===== src/rtl/core/annexb_nal_deframer_macros.svh =====
// Assertion macros shared by the deframer RTL.
// Each macro expects a clock named clk and a synchronous reset named rst in scope.
`ifndef ANNEXB_NAL_DEFRAMER_MACROS_SVH
`define ANNEXB_NAL_DEFRAMER_MACROS_SVH

// The consequent holds in the same cycle as the antecedent.
`define ANXB_ASSERT_SAME(label, ante, cons, msg) \
  label: assert property (@(posedge clk) disable iff (rst) (ante) |-> (cons)) \
    else $error(msg);

// The consequent holds in the cycle after the antecedent.
`define ANXB_ASSERT_NEXT(label, ante, cons, msg) \
  label: assert property (@(posedge clk) disable iff (rst) (ante) |=> (cons)) \
    else $error(msg);

`endif


===== src/rtl/core/anxb_pkg.sv =====
// Package for the Annex B NAL deframer: start code constants, result word type
// and the trailing-bit helper. It depends on nothing else.
package anxb_pkg;

  // Start code length in bytes (3 or 4); the window always has four entries.
  localparam int SC_LEN     = 4;
  localparam int WIN_DEPTH  = 4;
  localparam int WIN_IDX_W  = $clog2(WIN_DEPTH);
  localparam logic [2:0] SC_COUNT = 3'(SC_LEN);

  // Byte codes of the stream syntax.
  localparam logic [7:0] BYTE_ZERO     = 8'h00;
  localparam logic [7:0] BYTE_SC_LAST  = 8'h01;
  localparam logic [7:0] BYTE_EPB      = 8'h03;
  localparam logic [7:0] BYTE_EPB_NEXT_MAX = 8'h03;
  localparam logic [1:0] ZERO_RUN_MAX  = 2'd2;

  // One result word.
  typedef struct packed {
    logic [7:0] rbsp_byte;
    logic       is_first;
    logic       is_last;
    logic       forbidden_bit;
    logic [1:0] ref_idc;
    logic [4:0] unit_type;
    logic [3:0] trailing_bits;
  } result_t;

  // Index of the lowest set bit plus one, or zero for a zero byte.
  function automatic logic [3:0] trailing_count(input logic [7:0] b);
    logic [3:0] r;
    r = 4'd0;
    for (int i = 7; i >= 0; i--) begin
      if (b[i]) r = 4'(i + 1);
    end
    return r;
  endfunction

endpackage


===== src/rtl/core/annexb_nal_deframer.sv =====
// Top level of the Annex B NAL deframer: byte window, start code detection,
// emulation byte removal and a registered output with a skid stage.
// Depends on anxb_pkg and annexb_nal_deframer_macros.svh.
//
//   channel | direction | handshake             | payload
//   --------+-----------+-----------------------+-------------------------------------
//   input   | in        | in_valid / in_stall   | stream_byte
//   output  | out       | out_valid / out_stall | rbsp_byte, is_first, is_last,
//           |           |                       | forbidden_bit, ref_idc, unit_type,
//           |           |                       | trailing_bits
//
// One stream byte is accepted per cycle while in_stall is low; the byte it pushes out of
// the four-entry window, if any, is registered as a word in the output or skid stage.
// Payload bytes therefore leave four stream bytes behind their arrival.
// Reset empties the window and the output stages; no clearing pass is needed.
// A stalled output word holds; one more word waits in the skid stage, and
// in_stall rises only while that skid stage is occupied.
`include "annexb_nal_deframer_macros.svh"

module annexb_nal_deframer (
  input  logic       clk,
  input  logic       rst,
  input  logic       in_valid,
  output logic       in_stall,
  input  logic [7:0] stream_byte,
  output logic       out_valid,
  input  logic       out_stall,
  output logic [7:0] rbsp_byte,
  output logic       is_first,
  output logic       is_last,
  output logic       forbidden_bit,
  output logic [1:0] ref_idc,
  output logic [4:0] unit_type,
  output logic [3:0] trailing_bits
);

  // Stream state.
  logic [7:0] window [anxb_pkg::WIN_DEPTH];
  logic [7:0] window_next [anxb_pkg::WIN_DEPTH];
  logic [2:0] hold_count, hold_count_next;
  logic       inside_unit, inside_unit_next;
  logic       header_pending, header_pending_next;
  logic [1:0] zero_run, zero_run_next;

  // Output and skid stages.
  anxb_pkg::result_t out_word, skid_word, result_next;
  logic              skid_valid;

  logic       in_acc;
  logic       full;
  logic       sc_hit;
  logic       emit;
  logic       last;
  logic [7:0] evicted;

  assign in_stall = skid_valid;
  assign in_acc   = in_valid && !in_stall;

  // Window update, start code detection and emulation byte removal.
  always_comb begin
    window_next         = window;
    hold_count_next     = hold_count;
    inside_unit_next    = inside_unit;
    header_pending_next = header_pending;
    zero_run_next       = zero_run;
    emit                = 1'b0;
    last                = 1'b0;
    full                = (hold_count == anxb_pkg::SC_COUNT);
    evicted             = window[0];

    if (full) begin
      for (int i = 0; i < anxb_pkg::SC_LEN - 1; i++) begin
        window_next[i] = window[i + 1];
      end
      window_next[anxb_pkg::SC_LEN - 1] = stream_byte;
    end else begin
      window_next[hold_count[anxb_pkg::WIN_IDX_W-1:0]] = stream_byte;
      hold_count_next = hold_count + 3'd1;
    end

    sc_hit = (hold_count_next == anxb_pkg::SC_COUNT) &&
             (window_next[anxb_pkg::SC_LEN - 1] == anxb_pkg::BYTE_SC_LAST);
    for (int i = 0; i < anxb_pkg::SC_LEN - 1; i++) begin
      if (window_next[i] != anxb_pkg::BYTE_ZERO) sc_hit = 1'b0;
    end

    priority if (sc_hit) begin
      // The byte pushed out ahead of a start code closes the current unit.
      hold_count_next     = 3'd0;
      inside_unit_next    = 1'b1;
      header_pending_next = 1'b1;
      zero_run_next       = 2'd0;
      if (full && inside_unit) begin
        emit = 1'b1;
        last = 1'b1;
      end
    end else if (full && inside_unit) begin
      if (zero_run == anxb_pkg::ZERO_RUN_MAX && evicted == anxb_pkg::BYTE_EPB &&
          window_next[0] <= anxb_pkg::BYTE_EPB_NEXT_MAX) begin
        // Emulation prevention byte: drop it and restart the zero run.
        zero_run_next = 2'd0;
      end else begin
        emit                = 1'b1;
        header_pending_next = 1'b0;
        if (evicted == anxb_pkg::BYTE_ZERO) begin
          zero_run_next = (zero_run == anxb_pkg::ZERO_RUN_MAX) ?
                          anxb_pkg::ZERO_RUN_MAX : zero_run + 2'd1;
        end else begin
          zero_run_next = 2'd0;
        end
      end
    end else begin
      // Bytes ahead of the first start code fall away silently.
    end
  end

  // Result word for the evicted byte.
  always_comb begin
    result_next.rbsp_byte     = evicted;
    result_next.is_first      = header_pending;
    result_next.is_last       = last;
    result_next.forbidden_bit = header_pending ? evicted[7] : 1'b0;
    result_next.ref_idc       = header_pending ? evicted[6:5] : 2'd0;
    result_next.unit_type     = header_pending ? evicted[4:0] : 5'd0;
    result_next.trailing_bits = last ? anxb_pkg::trailing_count(evicted) : 4'd0;
  end

  // Stream state registers.
  always_ff @(posedge clk) begin
    if (rst) begin
      hold_count     <= 3'd0;
      inside_unit    <= 1'b0;
      header_pending <= 1'b0;
      zero_run       <= 2'd0;
    end else if (in_acc) begin
      hold_count     <= hold_count_next;
      inside_unit    <= inside_unit_next;
      header_pending <= header_pending_next;
      zero_run       <= zero_run_next;
    end
  end

  // Window bytes are only read once the count says they were written.
  always_ff @(posedge clk) begin
    if (in_acc) begin
      window <= window_next;
    end
  end

  // Output register with a one-word skid stage behind it.
  always_ff @(posedge clk) begin
    if (rst) begin
      out_valid  <= 1'b0;
      skid_valid <= 1'b0;
    end else if (!out_valid || !out_stall) begin
      if (skid_valid) begin
        out_valid  <= 1'b1;
        skid_valid <= 1'b0;
      end else begin
        out_valid <= in_acc && emit;
      end
    end else if (in_acc && emit) begin
      skid_valid <= 1'b1;
    end
  end

  always_ff @(posedge clk) begin
    if (!out_valid || !out_stall) begin
      if (skid_valid) begin
        out_word <= skid_word;
      end else if (in_acc && emit) begin
        out_word <= result_next;
      end
    end else if (in_acc && emit) begin
      skid_word <= result_next;
    end
  end

  assign rbsp_byte     = out_word.rbsp_byte;
  assign is_first      = out_word.is_first;
  assign is_last       = out_word.is_last;
  assign forbidden_bit = out_word.forbidden_bit;
  assign ref_idc       = out_word.ref_idc;
  assign unit_type     = out_word.unit_type;
  assign trailing_bits = out_word.trailing_bits;

  // Checks on the window and output stages.
  `ANXB_ASSERT_SAME(a_skid_behind_out, skid_valid, out_valid, "skid word without output word")
  `ANXB_ASSERT_NEXT(a_sc_clear, in_acc && sc_hit, hold_count == 3'd0 && inside_unit, "no restart")
  `ANXB_ASSERT_SAME(a_no_emit_outside, !inside_unit, !emit, "emit before first start code")
  `ANXB_ASSERT_SAME(a_count_bound, 1'b1, hold_count <= anxb_pkg::SC_COUNT, "count overflow")

endmodule


===== config.mk =====
export PLATFORM = sky130hd
export DESIGN_NAME = annexb_nal_deframer
export DESIGN_NICKNAME = d
export VERILOG_FILES = /design/src/rtl/core/anxb_pkg.sv /design/src/rtl/core/annexb_nal_deframer.sv
export VERILOG_INCLUDE_DIRS = /design/src /design/src/rtl/core
export SDC_FILE = /design/constraint.sdc
export NUM_CORES = 1
export LEC_CHECK = 0
export BUFFER_PORTS_ARGS = -buffer_cell sky130_fd_sc_hd__buf_2
export CORE_MARGIN = 2
export CORE_UTILIZATION = 59
export CTS_CLUSTER_SIZE = 20
export DETAILED_ROUTE_END_ITERATION = 10
export HOLD_SLACK_MARGIN = 0.08
export PLACE_DENSITY_LB_ADDON = 0.08
export SLEW_MARGIN = 20
export SYNTH_ARGS = -nofsm -noshare
export SYNTH_HDL_FRONTEND = slang
export SYNTH_SLANG_ARGS = --single-unit

===== constraint.sdc =====
create_clock -name clk -period 4.34 [get_ports clk]
set_input_delay 0.868 -clock clk [delete_from_list [all_inputs] [get_ports clk]]
set_output_delay 0.868 -clock clk [all_outputs]
set_load 0.02 [all_outputs]

==> results by group, run 1 <==
Final layout
  • Final Cell Area: 4550 um^2
  • Count of filler cells inserted in the layout: 503
  • Layout overhead on the synthesized area: 10.6%
  • Commonest non-fill, non-tap cell in the layout: sky130_fd_sc_hd__edfxtp_1
  • Antenna Diode Count: 0
  • Commonest non-fill, non-tap cells in the layout: sky130_fd_sc_hd__edfxtp_1, sky130_fd_sc_hd__mux2_2, sky130_fd_sc_hd__buf_2
  • Nets: 371
  • Layout cells sized above 1: 28.2%
  • Final Instance Count excl. Fillers: 438
  • Sequential cell area in the final layout: 2460 um^2
  • Area occupied by multi-input gates: 1470 um^2
  • Share of the core filled with cells: 67.3%

Power and ir drop
  • Power, Total: 1.66 mW
  • Static leakage power: 1.65 nW
  • Net switching power of the design: 0.408 mW
  • P_int: 1.25 mW
  • Reg power frac: 57.3%
  • Proportion of total power due to net switching: 24.6%
  • Max IR drop VDD: 0.000241 V
  • Part of the power in combinational logic: 8.5%
  • Clock network fraction of design power: 34.1%
  • Power density over cell area: 365 nW/um^2

Floorplan
  • Boundary pin count: 36
  • Die Wd: 87.5 um
  • Core Box Area: 6760 um^2
  • Area of the die: 7650 um^2
  • Starting density of the core: 60.9%
  • Row cnt: 30
  • Die boundary height: 87.5 um

STA
  • Final setup fails: 0
  • Post-route clock period utilization: 81.3%
  • Achievable frequency: 283 MHz
  • Setup TNS: 0 ns
  • Number of max-slew violations in the final report: 0
  • Headroom to the max-slew limit: 40.3%
  • Layout Skew: 0.0147 ns
  • Final period demand of the worst path: 3.53 ns
  • Hold Vio Cnt, Final: 0
  • Unrepaired setup endpoints after global routing: no
  • Worst slew pin tran: 0.894 ns

Global route
  • Most heavily used metal layer in global routing: met2
  • GRT overflow: 0
  • Global-route wire length before repair: 12700 um
  • Via count of the first global-routing pass: 2646
  • Global routing met3 resource utilization: 3.22%
  • Maximum number of pins on one net before global-route repair: 36
  • Initial antenna violation count: 0
  • Global-route track usage on met1: 28.1%
  • Global router's overall resource usage: 22.2%
  • Met2 Track Usage GR: 37.1%

Yosys
  • FFs w/ async S/R, synth: 0%
  • Most used flip-flop cell after synthesis: sky130_fd_sc_hd__edfxtp_1
  • Yosys warning total: 0
  • Total of flip-flops plus latches after synthesis: 85
  • Netlist area before placement: 4110 um^2
  • Average instance area after synthesis: 13.1 um^2
  • Share of the yosys chip area belonging to registers: 59.9%
  • Number of flops mapped to enable cells by yosys: 76
  • Number of different library cells in the post-synthesis netlist: 46
  • Post-synthesis cell count: 315
  • Synthesized net count: 333

Setup path
  • CP bufs+invs: 2
  • Largest stage delay on the critical path: 0.63 ns
  • Worst Path Max Fanout: 22
  • Length in cells of the worst reg-to-reg path: 10
  • Arrival @ worst endpoint: 3.57 ns
  • Setup slack of the worst register-to-register path: 0.81 ns
  • Data required time of the critical path: 4.38 ns
  • Critical path startpoint category: register
  • Critical path cell sequence: inv_1 -> ha_1 -> nand2_4 -> mux2i_1 -> nand4_1 -> nor4_2 -> nand4_2 -> a21oi_1 -> o21a_1 -> buf_4
  • Total stage count of the critical path: 10
  • Setup CP Type: reg -> reg
  • Type of destination of the critical path: register
  • CP delay by family, top: simple AND/OR/NAND/NOR gates
  • Max stage delay cell, worst path: sky130_fd_sc_hd__ha_1

Placement
  • Half-perimeter wire length after detailed placement: 5340 um
  • Count of placed standard cells including taps: 422
  • Placer Congestion: 0.857
  • Port-buffer cells: 35
  • Placed Area: 4350 um^2

Detailed routing
  • First-pass iteration count of the detailed router: 4
  • Routed wire length per instance: 17.4 um
  • Initial drt markers: 143
  • ANT nets after route: 0
  • Total detailed-routing wirelength: 7640 um
  • DR vias: 2591
  • Mean number of vias per cell: 5.92
  • Remaining design rule violation count: 0

Clocking
  • Total CTS buffers: 9
  • Number of setup buffers added after CTS: 0
  • # resized after CTS: 0
  • TritonCTS clock tree: yes
  • Reg clk slew, reported paths: 0.09 ns
  • Clock tree sinks: 85
  • CTS Root Buffer Type: sky130_fd_sc_hd__clkbuf_8
  • Clock Path Buffers: 2
  • Count of hold buffers inserted by post-cts repair: 0
  • Clock latency on the worst-skew pair: 0.37 ns
  • Number of H-tree branching levels: 3

Status
  • Outcome: finished, final reports clean

Hold path
  • Class of the worst hold path: reg -> reg
  • Worst Hold Depth: 2

Run
  • Max-cap violation count: 0
stage by stage:
stage,hold slack (ns),worst slack [ns]
CTS,0.480,0.820
global placement,0.450,0.965
global route,0.518,0.521
detailed placement,0.468,0.839
finish,0.474,0.812
floorplan,0.424,0.681
cell type report:
type                       instances  area share, %
inverter                          27           2.23
timing repair buffer              40           4.68
tap                               80           2.20
clock inverter                     6           1.54
sequential                        85           54.1
multi-input combinational        190           32.4
clock buffer                      10           2.81
worst min-delay path: stages (launching register included):
cell and delay (ns):
sky130_fd_sc_hd__dfxtp_1 0.33, sky130_fd_sc_hd__inv_1 0.05, sky130_fd_sc_hd__a21oi_1 0.05
worst paths after layout:
| path | startpoint | to |
|---|---|---|
| min reg2reg | inside_unit$_SDFFE_PP0P_ | inside_unit$_SDFFE_PP0P_ |
| max | hold_count[0]$_SDFFE_PP0P_ | ref_idc[0]$_DFFE_PP_ |
| max reg2reg | hold_count[0]$_SDFFE_PP0P_ | ref_idc[0]$_DFFE_PP_ |
| min | inside_unit$_SDFFE_PP0P_ | inside_unit$_SDFFE_PP0P_ |
kinds of logic (layout without fill, tap and decap cells):
| family | after synthesis | count (layout) | synth area share, % |
|---|---|---|---|
| and+or+nand+nor | 83 | 83 | 11.7 |
| muxes | 61 | 61 | 15.9 |
| DFF | 85 | 85 | 59.9 |
| adders and majority gates | 6 | 6 | 1.83 |
| buffers and inverters | 40 | 83 | 4.32 |
| AOI/OAI and AO/OA | 40 | 40 | 6.30 |
flip-flops by register name (all words and copies together) (netlist names):
signal / cells
trailing_bits: 4
in_stall: 1
hold_count: 3
is_last: 1
unit_type: 5
forbidden_bit: 1
ref_idc: 2
is_first: 1
window: 24
skid_word: 22
inside_unit: 1
zero_run: 2
out_valid: 1
header_pending: 1
rbsp_byte: 8
evicted: 8
per-layer routing:
metal  vias up  wire length, um
met5         -                0
met2        65             3790
li1       1252                -
met1      1257             3400
met3        17              226
met4         0              227
power by group through the flow:
stage | registers (mW) | clock network [mW] | logic (mW)
after global placement | 0.969 | 0 | 0.139
after CTS | 0.951 | 0.572 | 0.142
final | 0.951 | 0.566 | 0.142
after detailed placement | 0.970 | 0 | 0.141
after global routing | 0.957 | 0.599 | 0.156
after floorplan | 0.958 | 0 | 0.109
synth_stat cells, types with 3 or more instances:
library cell                n  area [um^2]
sky130_fd_sc_hd__edfxtp_1  76         2280
sky130_fd_sc_hd__buf_1      3         11.3
sky130_fd_sc_hd__nand4_1    7         43.8
sky130_fd_sc_hd__and2_1     9         56.3
sky130_fd_sc_hd__mux2i_1   25          250
sky130_fd_sc_hd__nor3_1     6         30.0
sky130_fd_sc_hd__nand3_1    9         45.0
sky130_fd_sc_hd__nand2_1   10         37.5
sky130_fd_sc_hd__buf_2      4         20.0
sky130_fd_sc_hd__ha_1       6         75.1
sky130_fd_sc_hd__o21ai_0    7         35.0
sky130_fd_sc_hd__nor2_1    18         67.6
sky130_fd_sc_hd__o21a_1     5         37.5
sky130_fd_sc_hd__mux2_2    35          394
sky130_fd_sc_hd__nor4_1     6         37.5
sky130_fd_sc_hd__dfxtp_1    9          180
sky130_fd_sc_hd__a21oi_1   17         85.1
sky130_fd_sc_hd__inv_1     27          101
Power figures use the tool's default switching activity.
==> inputs of run 2 (changes only) <==
--- a/config.mk
+++ b/config.mk
@@ -6,9 +6,10 @@
 export SDC_FILE = /design/constraint.sdc
 export NUM_CORES = 1
 export LEC_CHECK = 0
+export ABC_AREA = 1
 export BUFFER_PORTS_ARGS = -buffer_cell sky130_fd_sc_hd__buf_2
 export CORE_MARGIN = 2
-export CORE_UTILIZATION = 59
+export CORE_UTILIZATION = 54
 export CTS_CLUSTER_SIZE = 20
 export DETAILED_ROUTE_END_ITERATION = 10
 export HOLD_SLACK_MARGIN = 0.08
==> constraint.sdc (replaced) <==
create_clock -name clk -period 2.9 [get_ports clk]
set_input_delay 0.58 -clock clk [delete_from_list [all_inputs] [get_ports clk]]
set_output_delay 0.58 -clock clk [all_outputs]
set_load 0.02 [all_outputs]
==> results by group, run 2 <==
Setup path
  • Crit Reg-Reg Endpoint: ref_idc[0]$_DFFE_PP_
  • Setup CP Type: reg -> reg
  • Setup slack of the worst register-to-register path: 0.20 ns (-0.61 ns)
  • Critical path startpoint category: register
  • Length in cells of the worst reg-to-reg path: 15 (+5)
  • Data required time of the critical path: 2.98 ns (-1.40 ns)
  • Startpoint of the worst register-to-register path: hold_count[0]$_SDFFE_PP0P_
  • Worst Path Max Fanout: 17 (-23%)
  • Type of destination of the critical path: register
  • Arrival @ worst endpoint: 2.78 ns (-0.79 ns)

Final layout
  • Layout overhead on the synthesized area: 15.1%
  • Largest register FFs: 24 (unchanged)
  • Share of the core filled with cells: 63.9% (-3.5 points)
  • Commonest non-fill, non-tap cell in the layout: sky130_fd_sc_hd__nand2_1
  • Nets: 560 (+51%)
  • Layout cells sized above 1: 17.0% (-11 points)
  • Antenna Diode Count: 0 (unchanged)
  • Final Cell Area: 4930 um^2 (+8.5%)
  • Registers with the most flip-flops: window x24, skid_word x22
  • Reg with most FFs: window
  • Commonest non-fill, non-tap cells in the layout: sky130_fd_sc_hd__nand2_1, sky130_fd_sc_hd__inv_1, sky130_fd_sc_hd__edfxtp_1

STA
  • Number of max-slew violations in the final report: 0 (unchanged)
  • Setup TNS: 0 ns (unchanged)
  • Hold Vio Cnt, Final: 0 (unchanged)
  • Post-route clock period utilization: 93.1% (+12 points)
  • Layout Skew: 0.0135 ns (-0.00124 ns)
  • Final period demand of the worst path: 2.70 ns (-0.828 ns)
  • Headroom to the max-slew limit: 67.8% (+27 points)
  • Final setup fails: 0 (unchanged)
  • Unrepaired setup endpoints after global routing: no
  • Minimum setup slack in the final design: 0.200 ns (-0.612 ns)
  • Achievable frequency: 370 MHz (+31%)
  • Worst slew pin tran: 0.482 ns (-0.412 ns)

Detailed routing
  • DR vias: 3223 (+24%)
  • Initial drt markers: 187 (+31%)
  • Total detailed-routing wirelength: 8760 um (+15%)
  • Mean number of vias per cell: 4.97 (-16%)
  • ANT nets after route: 0 (unchanged)
  • Routed wire length per instance: 13.5 um (-23%)
  • Remaining design rule violation count: 0 (unchanged)
  • First-pass iteration count of the detailed router: 4 (unchanged)

Yosys
  • Area share of the leading cell type in the synthesized netlist: 53.2% (-2.3 points)
  • Total of flip-flops plus latches after synthesis: 85 (unchanged)
  • FFs w/ async S/R, synth: 0% (unchanged)
  • Yosys warning total: 0 (unchanged)
  • Cell types occupying the most area after synthesis: sky130_fd_sc_hd__edfxtp_1, sky130_fd_sc_hd__nand2_1, sky130_fd_sc_hd__inv_1, sky130_fd_sc_hd__dfxtp_1, sky130_fd_sc_hd__nand3_1
  • Number of different library cells in the post-synthesis netlist: 30 (-35%)
  • Post-synthesis cell count: 496 (+57%)
  • Most frequent cell after synthesis: sky130_fd_sc_hd__nand2_1
  • Average instance area after synthesis: 8.64 um^2 (-34%)
  • Netlist area before placement: 4290 um^2 (+4.3%)
  • Synthesized net count: 514 (+54%)
  • Share of the yosys chip area belonging to registers: 57.4% (-2.4 points)
  • Most frequent cells after synthesis: sky130_fd_sc_hd__nand2_1, sky130_fd_sc_hd__inv_1, sky130_fd_sc_hd__edfxtp_1, sky130_fd_sc_hd__nand3_1, sky130_fd_sc_hd__nor2_1
  • Most used flip-flop cell after synthesis: sky130_fd_sc_hd__edfxtp_1
  • Number of flops mapped to enable cells by yosys: 76 (unchanged)
  • Dominant cell type by area after synthesis: sky130_fd_sc_hd__edfxtp_1

Placement
  • Worst slack at placement: 0.116 ns (-0.723 ns)
  • Half-perimeter wire length after detailed placement: 6080 um (+14%)
  • Placer Congestion: 0.903 (+5.3%)
  • Placed Area: 4640 um^2 (+6.6%)
  • Port-buffer cells: 35 (unchanged)

Clocking
  • Clock Path Buffers: 2 (unchanged)
  • CTS Root Buffer Type: sky130_fd_sc_hd__clkbuf_8
  • Number of H-tree branching levels: 3 (unchanged)
  • Clock tree sinks: 85 (unchanged)
  • Clock latency on the worst-skew pair: 0.35 ns (-0.02 ns)
  • Reg clk slew, reported paths: 0.09 ns (about the same)
  • TritonCTS clock tree: yes
  • Total CTS buffers: 9 (unchanged)

Global route
  • GRT overflow: 0 (unchanged)
  • Global router's overall resource usage: 20.2% (-2.0 points)
  • Via count of the first global-routing pass: 2863 (+8.2%)
  • Global-route wire length before repair: 13500 um (+6.3%)
  • Initial antenna violation count: 0 (unchanged)
  • Maximum number of pins on one net before global-route repair: 35 (-2.8%)

Hold path
  • Class of the worst hold path: reg -> reg
  • Terminating pin of the worst hold path: inside_unit$_SDFFE_PP0P_
  • Startpoint of the lowest-slack hold path: inside_unit$_SDFFE_PP0P_
  • Worst Hold Depth: 2 (unchanged)

Power and ir drop
  • Max IR drop VDD: 0.000272 V (+13%)
  • Power density over cell area: 506 nW/um^2 (+39%)
  • Power, Total: 2.50 mW (+50%)
  • Static leakage power: 2.18 nW (+32%)

Floorplan
  • Boundary pin count: 36 (unchanged)
  • Die Wd: 93.1 um (+6.4%)
  • Area of the die: 8670 um^2 (+13%)
  • Starting density of the core: 55.5% (-5.4 points)
  • Die boundary height: 93.1 um (+6.4%)
  • Core Box Area: 7730 um^2 (+14%)
  • Row cnt: 32 (+6.7%)

Run
  • Max-cap violation count: 0 (unchanged)

Status
  • Outcome: finished, final reports clean
-- run 2: changes by cell type in the layout (fill, tap and decap cells not counted), moves of 7 or more --
cell                      change
sky130_fd_sc_hd__nor2_2       +8
sky130_fd_sc_hd__nand3_1     +27
sky130_fd_sc_hd__o21ai_0     +11
sky130_fd_sc_hd__mux2_2      -35
sky130_fd_sc_hd__inv_1       +51
sky130_fd_sc_hd__nand2_1    +159
sky130_fd_sc_hd__nor2_1      +10
sky130_fd_sc_hd__and2_1       -9
sky130_fd_sc_hd__mux2i_1     -25
sky130_fd_sc_hd__or2_0        +7
-- run 2: routing by layer --
metal	global-route usage, %	routed length (um)	up-vias	part of all wire, %
li1	-	-	1668	-
met1	26.8	3980	1467	45
met2	33.8	4340	77	50
met3	2.98	319	11	3.6
met4	7.72	118	0	1.3
met5	0	0	-	0
-- run 2: worst max-delay path, cell delays in order (launching register included) --
cell	delay, ns
sky130_fd_sc_hd__dfxtp_2	0.35
sky130_fd_sc_hd__inv_2	0.09
sky130_fd_sc_hd__ha_4	0.16
sky130_fd_sc_hd__nand2_4	0.10
sky130_fd_sc_hd__buf_12	0.18
sky130_fd_sc_hd__or2_0	0.20
sky130_fd_sc_hd__nand2_1	0.12
sky130_fd_sc_hd__nand2_1	0.07
sky130_fd_sc_hd__nor2_1	0.14
sky130_fd_sc_hd__nand2_1	0.11
sky130_fd_sc_hd__nor2_4	0.12
sky130_fd_sc_hd__nand3_4	0.11
sky130_fd_sc_hd__nand2_1	0.09
sky130_fd_sc_hd__nand2_2	0.09
sky130_fd_sc_hd__a21oi_4	0.28
sky130_fd_sc_hd__clkbuf_16	0.20
-- run 2: repair_timing --
item	in CTS	in global routing
hold buffers	0	0
buffers inserted	0	0
setup endpoints to repair	0	44
gates resized for setup	0	16
-- run 2: layout make-up --
class	instances	area, um^2
clock buffer	9	124
fill	648	2790
inverter	83	317
multi-input combinational	314	1480
timing repair buffer	49	364
sequential	85	2460
tap	102	128
clock inverter	7	57.6
-- run 2: logic make-up (layout without fill, tap and decap cells) --
group,count (synthesis),after routing,share of synthesized area [%]
fa+ha+maj,6,6,1.75
compound gates,41,41,4.96
buf+inv,97,148,9.14
flops,85,85,57.4
simple gates,267,267,26.7
-- run 2: how the worst max path moves through the flow --
stage	cells after the start	slack (ns)	to	from
final	15	0.20	ref_idc[0]$_DFFE_PP_	hold_count[0]$_SDFFE_PP0P_
after global placement	15	0.23	ref_idc[0]$_DFFE_PP_	hold_count[0]$_SDFFE_PP0P_
after floorplan	14	0.05	forbidden_bit$_DFFE_PP_	hold_count[0]$_SDFFE_PP0P_
after detailed placement	14	0.12	ref_idc[0]$_DFFE_PP_	hold_count[0]$_SDFFE_PP0P_
after global routing	14	0.03	ref_idc[1]$_DFFE_PP_	hold_count[1]$_SDFFE_PP0P_
after CTS	14	0.1	rbsp_byte[4]$_DFFE_PP_	hold_count[0]$_SDFFE_PP0P_
-- run 2: per-stage QoR --
stage	instances	hold WS (ns)
2_1_floorplan	496	0.406
3_3_place_gp	630	0.457
3_5_place_dp	630	0.461
4_1_cts	646	0.467
5_1_grt	649	0.479
6_report	649	0.462
-- run 2: power by group --
part	leakage [nW]	switching, mW	internal [mW]	total (mW)
Clock	0.0898	0.461	0.324	0.784
Sequential	0.764	0.0420	1.39	1.43
Combinational	1.33	0.182	0.0968	0.279
==> inputs of run 3 (changes only) <==
--- a/config.mk
+++ b/config.mk
@@ -6,7 +6,6 @@
 export SDC_FILE = /design/constraint.sdc
 export NUM_CORES = 1
 export LEC_CHECK = 0
-export ABC_AREA = 1
 export BUFFER_PORTS_ARGS = -buffer_cell sky130_fd_sc_hd__buf_2
 export CORE_MARGIN = 2
 export CORE_UTILIZATION = 54
@@ -14,6 +13,7 @@
 export DETAILED_ROUTE_END_ITERATION = 10
 export HOLD_SLACK_MARGIN = 0.08
 export PLACE_DENSITY_LB_ADDON = 0.08
+export RECOVER_POWER = 25
 export SLEW_MARGIN = 20
 export SYNTH_ARGS = -nofsm -noshare
 export SYNTH_HDL_FRONTEND = slang
==> results by group, run 3 (synthesized netlist as in run 1, its figures left out) <==
Final layout
  • Layout overhead on the synthesized area: 23.9%
  • Reg with most FFs: window
  • Share of the core filled with cells: 69.5% (+5.6 points)
  • Registers with the most flip-flops: window x24, skid_word x22
  • Commonest non-fill, non-tap cell in the layout: sky130_fd_sc_hd__edfxtp_1
  • Antenna Diode Count: 0 (unchanged)
  • Largest register FFs: 24 (unchanged)
  • Layout cells sized above 1: 38.4% (+21 points)
  • Nets: 406 (-28%)
  • Commonest non-fill, non-tap cells in the layout: sky130_fd_sc_hd__edfxtp_1, sky130_fd_sc_hd__buf_2, sky130_fd_sc_hd__mux2_2

STA
  • Worst slew pin tran: 1.50 ns (+1.02 ns)
  • Layout Skew: 0.0117 ns (-0.00179 ns)
  • Hold Vio Cnt, Final: 0 (unchanged)
  • Final period demand of the worst path: 2.81 ns (+0.106 ns)
  • Number of max-slew violations in the final report: 32 (+32)
  • Headroom to the max-slew limit: -0.0707% (-68 points)
  • Final setup fails: 0 (unchanged)
  • Post-route clock period utilization: 96.8% (+3.7 points)
  • Achievable frequency: 356 MHz (-3.8%)

Global route
  • Initial antenna violation count: 0 (unchanged)
  • Global-route wire length before repair: 13000 um (-3.8%)
  • Via count of the first global-routing pass: 2652 (-7.4%)
  • Global router's overall resource usage: 20.0% (-0.18 points)
  • Maximum number of pins on one net before global-route repair: 36 (+2.9%)
  • GRT overflow: 0 (unchanged)

Setup path
  • CP bufs+invs: 3 (unchanged)
  • Largest stage delay on the critical path: 0.39 ns (+0.04 ns)
  • Max stage delay cell, worst path: sky130_fd_sc_hd__dfxtp_4
  • Arrival @ worst endpoint: 2.88 ns (+0.10 ns)
  • Setup CP Type: reg -> reg
  • Worst Path Max Fanout: 7 (-10)
  • CP delay by family, top: simple AND/OR/NAND/NOR gates
  • Data required time of the critical path: 2.98 ns (about the same)
  • Critical path startpoint category: register
  • Type of destination of the critical path: register
  • Critical path cell sequence: inv_4 -> ha_4 -> buf_4 -> a21oi_4 -> mux2i_2 -> nand4_1 -> nor4_4 -> nand4_4 -> a21oi_2 -> o21a_4 -> clkbuf_16

Detailed routing
  • Remaining design rule violation count: 0 (unchanged)
  • Initial drt markers: 141 (-25%)
  • Total detailed-routing wirelength: 8260 um (-5.7%)
  • DR vias: 2697 (-16%)
  • Mean number of vias per cell: 5.48 (+10%)
  • ANT nets after route: 0 (unchanged)
  • First-pass iteration count of the detailed router: 4 (unchanged)
  • Routed wire length per instance: 16.8 um (+24%)

Status
  • Violations in the final reports: max-capacitance violations, max-slew violations
  • Outcome: finished with violations

Placement
  • Placer Congestion: 0.876 (-3.0%)
  • Half-perimeter wire length after detailed placement: 5740 um (-5.6%)
  • Port-buffer cells: 35 (unchanged)

Power and ir drop
  • Power density over cell area: 521 nW/um^2 (+3.1%)
  • Max IR drop VDD: 0.000305 V (+12%)
  • Power, Total: 2.66 mW (+6.4%)
  • Static leakage power: 1.87 nW (-14%)

Floorplan
  • Area of the die: 8330 um^2 (-3.9%)
  • Row cnt: 31 (-3.1%)
  • Die boundary height: 91.3 um (-2.0%)
  • Core Box Area: 7330 um^2 (-5.1%)
  • Die Wd: 91.3 um (-2.0%)
  • Starting density of the core: 56.1% (+0.61 points)
  • Boundary pin count: 36 (unchanged)

Clocking
  • Total CTS buffers: 9 (unchanged)
  • Number of H-tree branching levels: 3 (unchanged)
  • Clock Path Buffers: 2 (unchanged)
  • Clock tree sinks: 85 (unchanged)
  • CTS Root Buffer Type: sky130_fd_sc_hd__clkbuf_8
  • Reg clk slew, reported paths: 0.08 ns (about the same)
  • TritonCTS clock tree: yes
  • Clock latency on the worst-skew pair: 0.36 ns (about the same)

Run
  • Max-cap violation count: 1 (+1)

Hold path
  • Class of the worst hold path: reg -> reg
## run 3: cell types whose count changed in the layout (fill, tap and decap cells not counted), sizes merged, moves of 5 or more
cell	change
nor4	+8
clkbuf	+5
mux2	+36
nand3	-29
buf	+23
o21ai	-17
inv	-57
and2	+9
or2	-7
mux2i	+25
nand4	+6
nor2	-20
nand2	-162
## run 3: layer usage
metal	GRT usage (%)	up-vias	share of wire (%)
li1	-	1320	-
met1	25.5	1282	43
met2	33.3	77	51
met3	3.40	18	3.2
met4	9.34	0	2.3
met5	0	-	0
## run 3: final timing paths
| path | from | end | slack [ns] | cells after the start |
|---|---|---|---|---|
| worst max-delay path | hold_count[1]$_SDFFE_PP0P_ | rbsp_byte[0]$_DFFE_PP_ | 0.09 | 11 |
| worst max register to register | hold_count[1]$_SDFFE_PP0P_ | rbsp_byte[0]$_DFFE_PP_ | 0.09 | 11 |
| worst min register to register | inside_unit$_SDFFE_PP0P_ | inside_unit$_SDFFE_PP0P_ | 0.48 | 2 |
| worst min-delay path | inside_unit$_SDFFE_PP0P_ | inside_unit$_SDFFE_PP0P_ | 0.48 | 2 |
## run 3: report_power, final
part | switching, mW | leakage (nW) | internal, mW
Sequential | 0.0389 | 0.737 | 1.38
Combinational | 0.151 | 1.03 | 0.145
Clock | 0.427 | 0.110 | 0.512
Total | 0.616 | 1.87 | 2.04
## run 3: metrics by stage
| stage | area [um^2] | setup slack, ns | instances | TNS, ns | hold WS [ns] |
|---|---|---|---|---|---|
| after floorplan | 4120 | 0.0322 | 315 | 0 | 0.424 |
| after global placement | 4650 | -0.00190 | 471 | -0.0175 | 0.451 |
| after detailed placement | 4650 | -0.0149 | 471 | -0.442 | 0.458 |
| after CTS | 4880 | 0.0179 | 487 | 0 | 0.470 |
| after global routing | 5090 | -0.0180 | 492 | -0.112 | 0.502 |
| final | 5090 | 0.0939 | 492 | 0 | 0.477 |
## run 3: final cells by class
| class | count | area (um^2) |
|---|---|---|
| sequential | 85 | 2470 |
| fill | 510 | 2240 |
| multi-input combinational | 190 | 1590 |
| timing repair buffer | 75 | 574 |
| clock buffer | 11 | 141 |
| tap | 99 | 124 |
| inverter | 27 | 106 |
| clock inverter | 5 | 85.1 |
## run 3: worst min-delay path: stages (launching register included)
cell and delay [ns]:
sky130_fd_sc_hd__dfxtp_1 0.33, sky130_fd_sc_hd__inv_1 0.05, sky130_fd_sc_hd__a21oi_1 0.05
## run 3: repair_timing
| action | CTS | global route |
|---|---|---|
| buffers inserted | 0 | 1 |
| pin swaps | 0 | 10 |
| gates cloned | 0 | 4 |
| hold buffers | 0 | 0 |
| endpoints found under the setup margin | 47 | 52 |
| gates resized for setup | 2 | 30 |
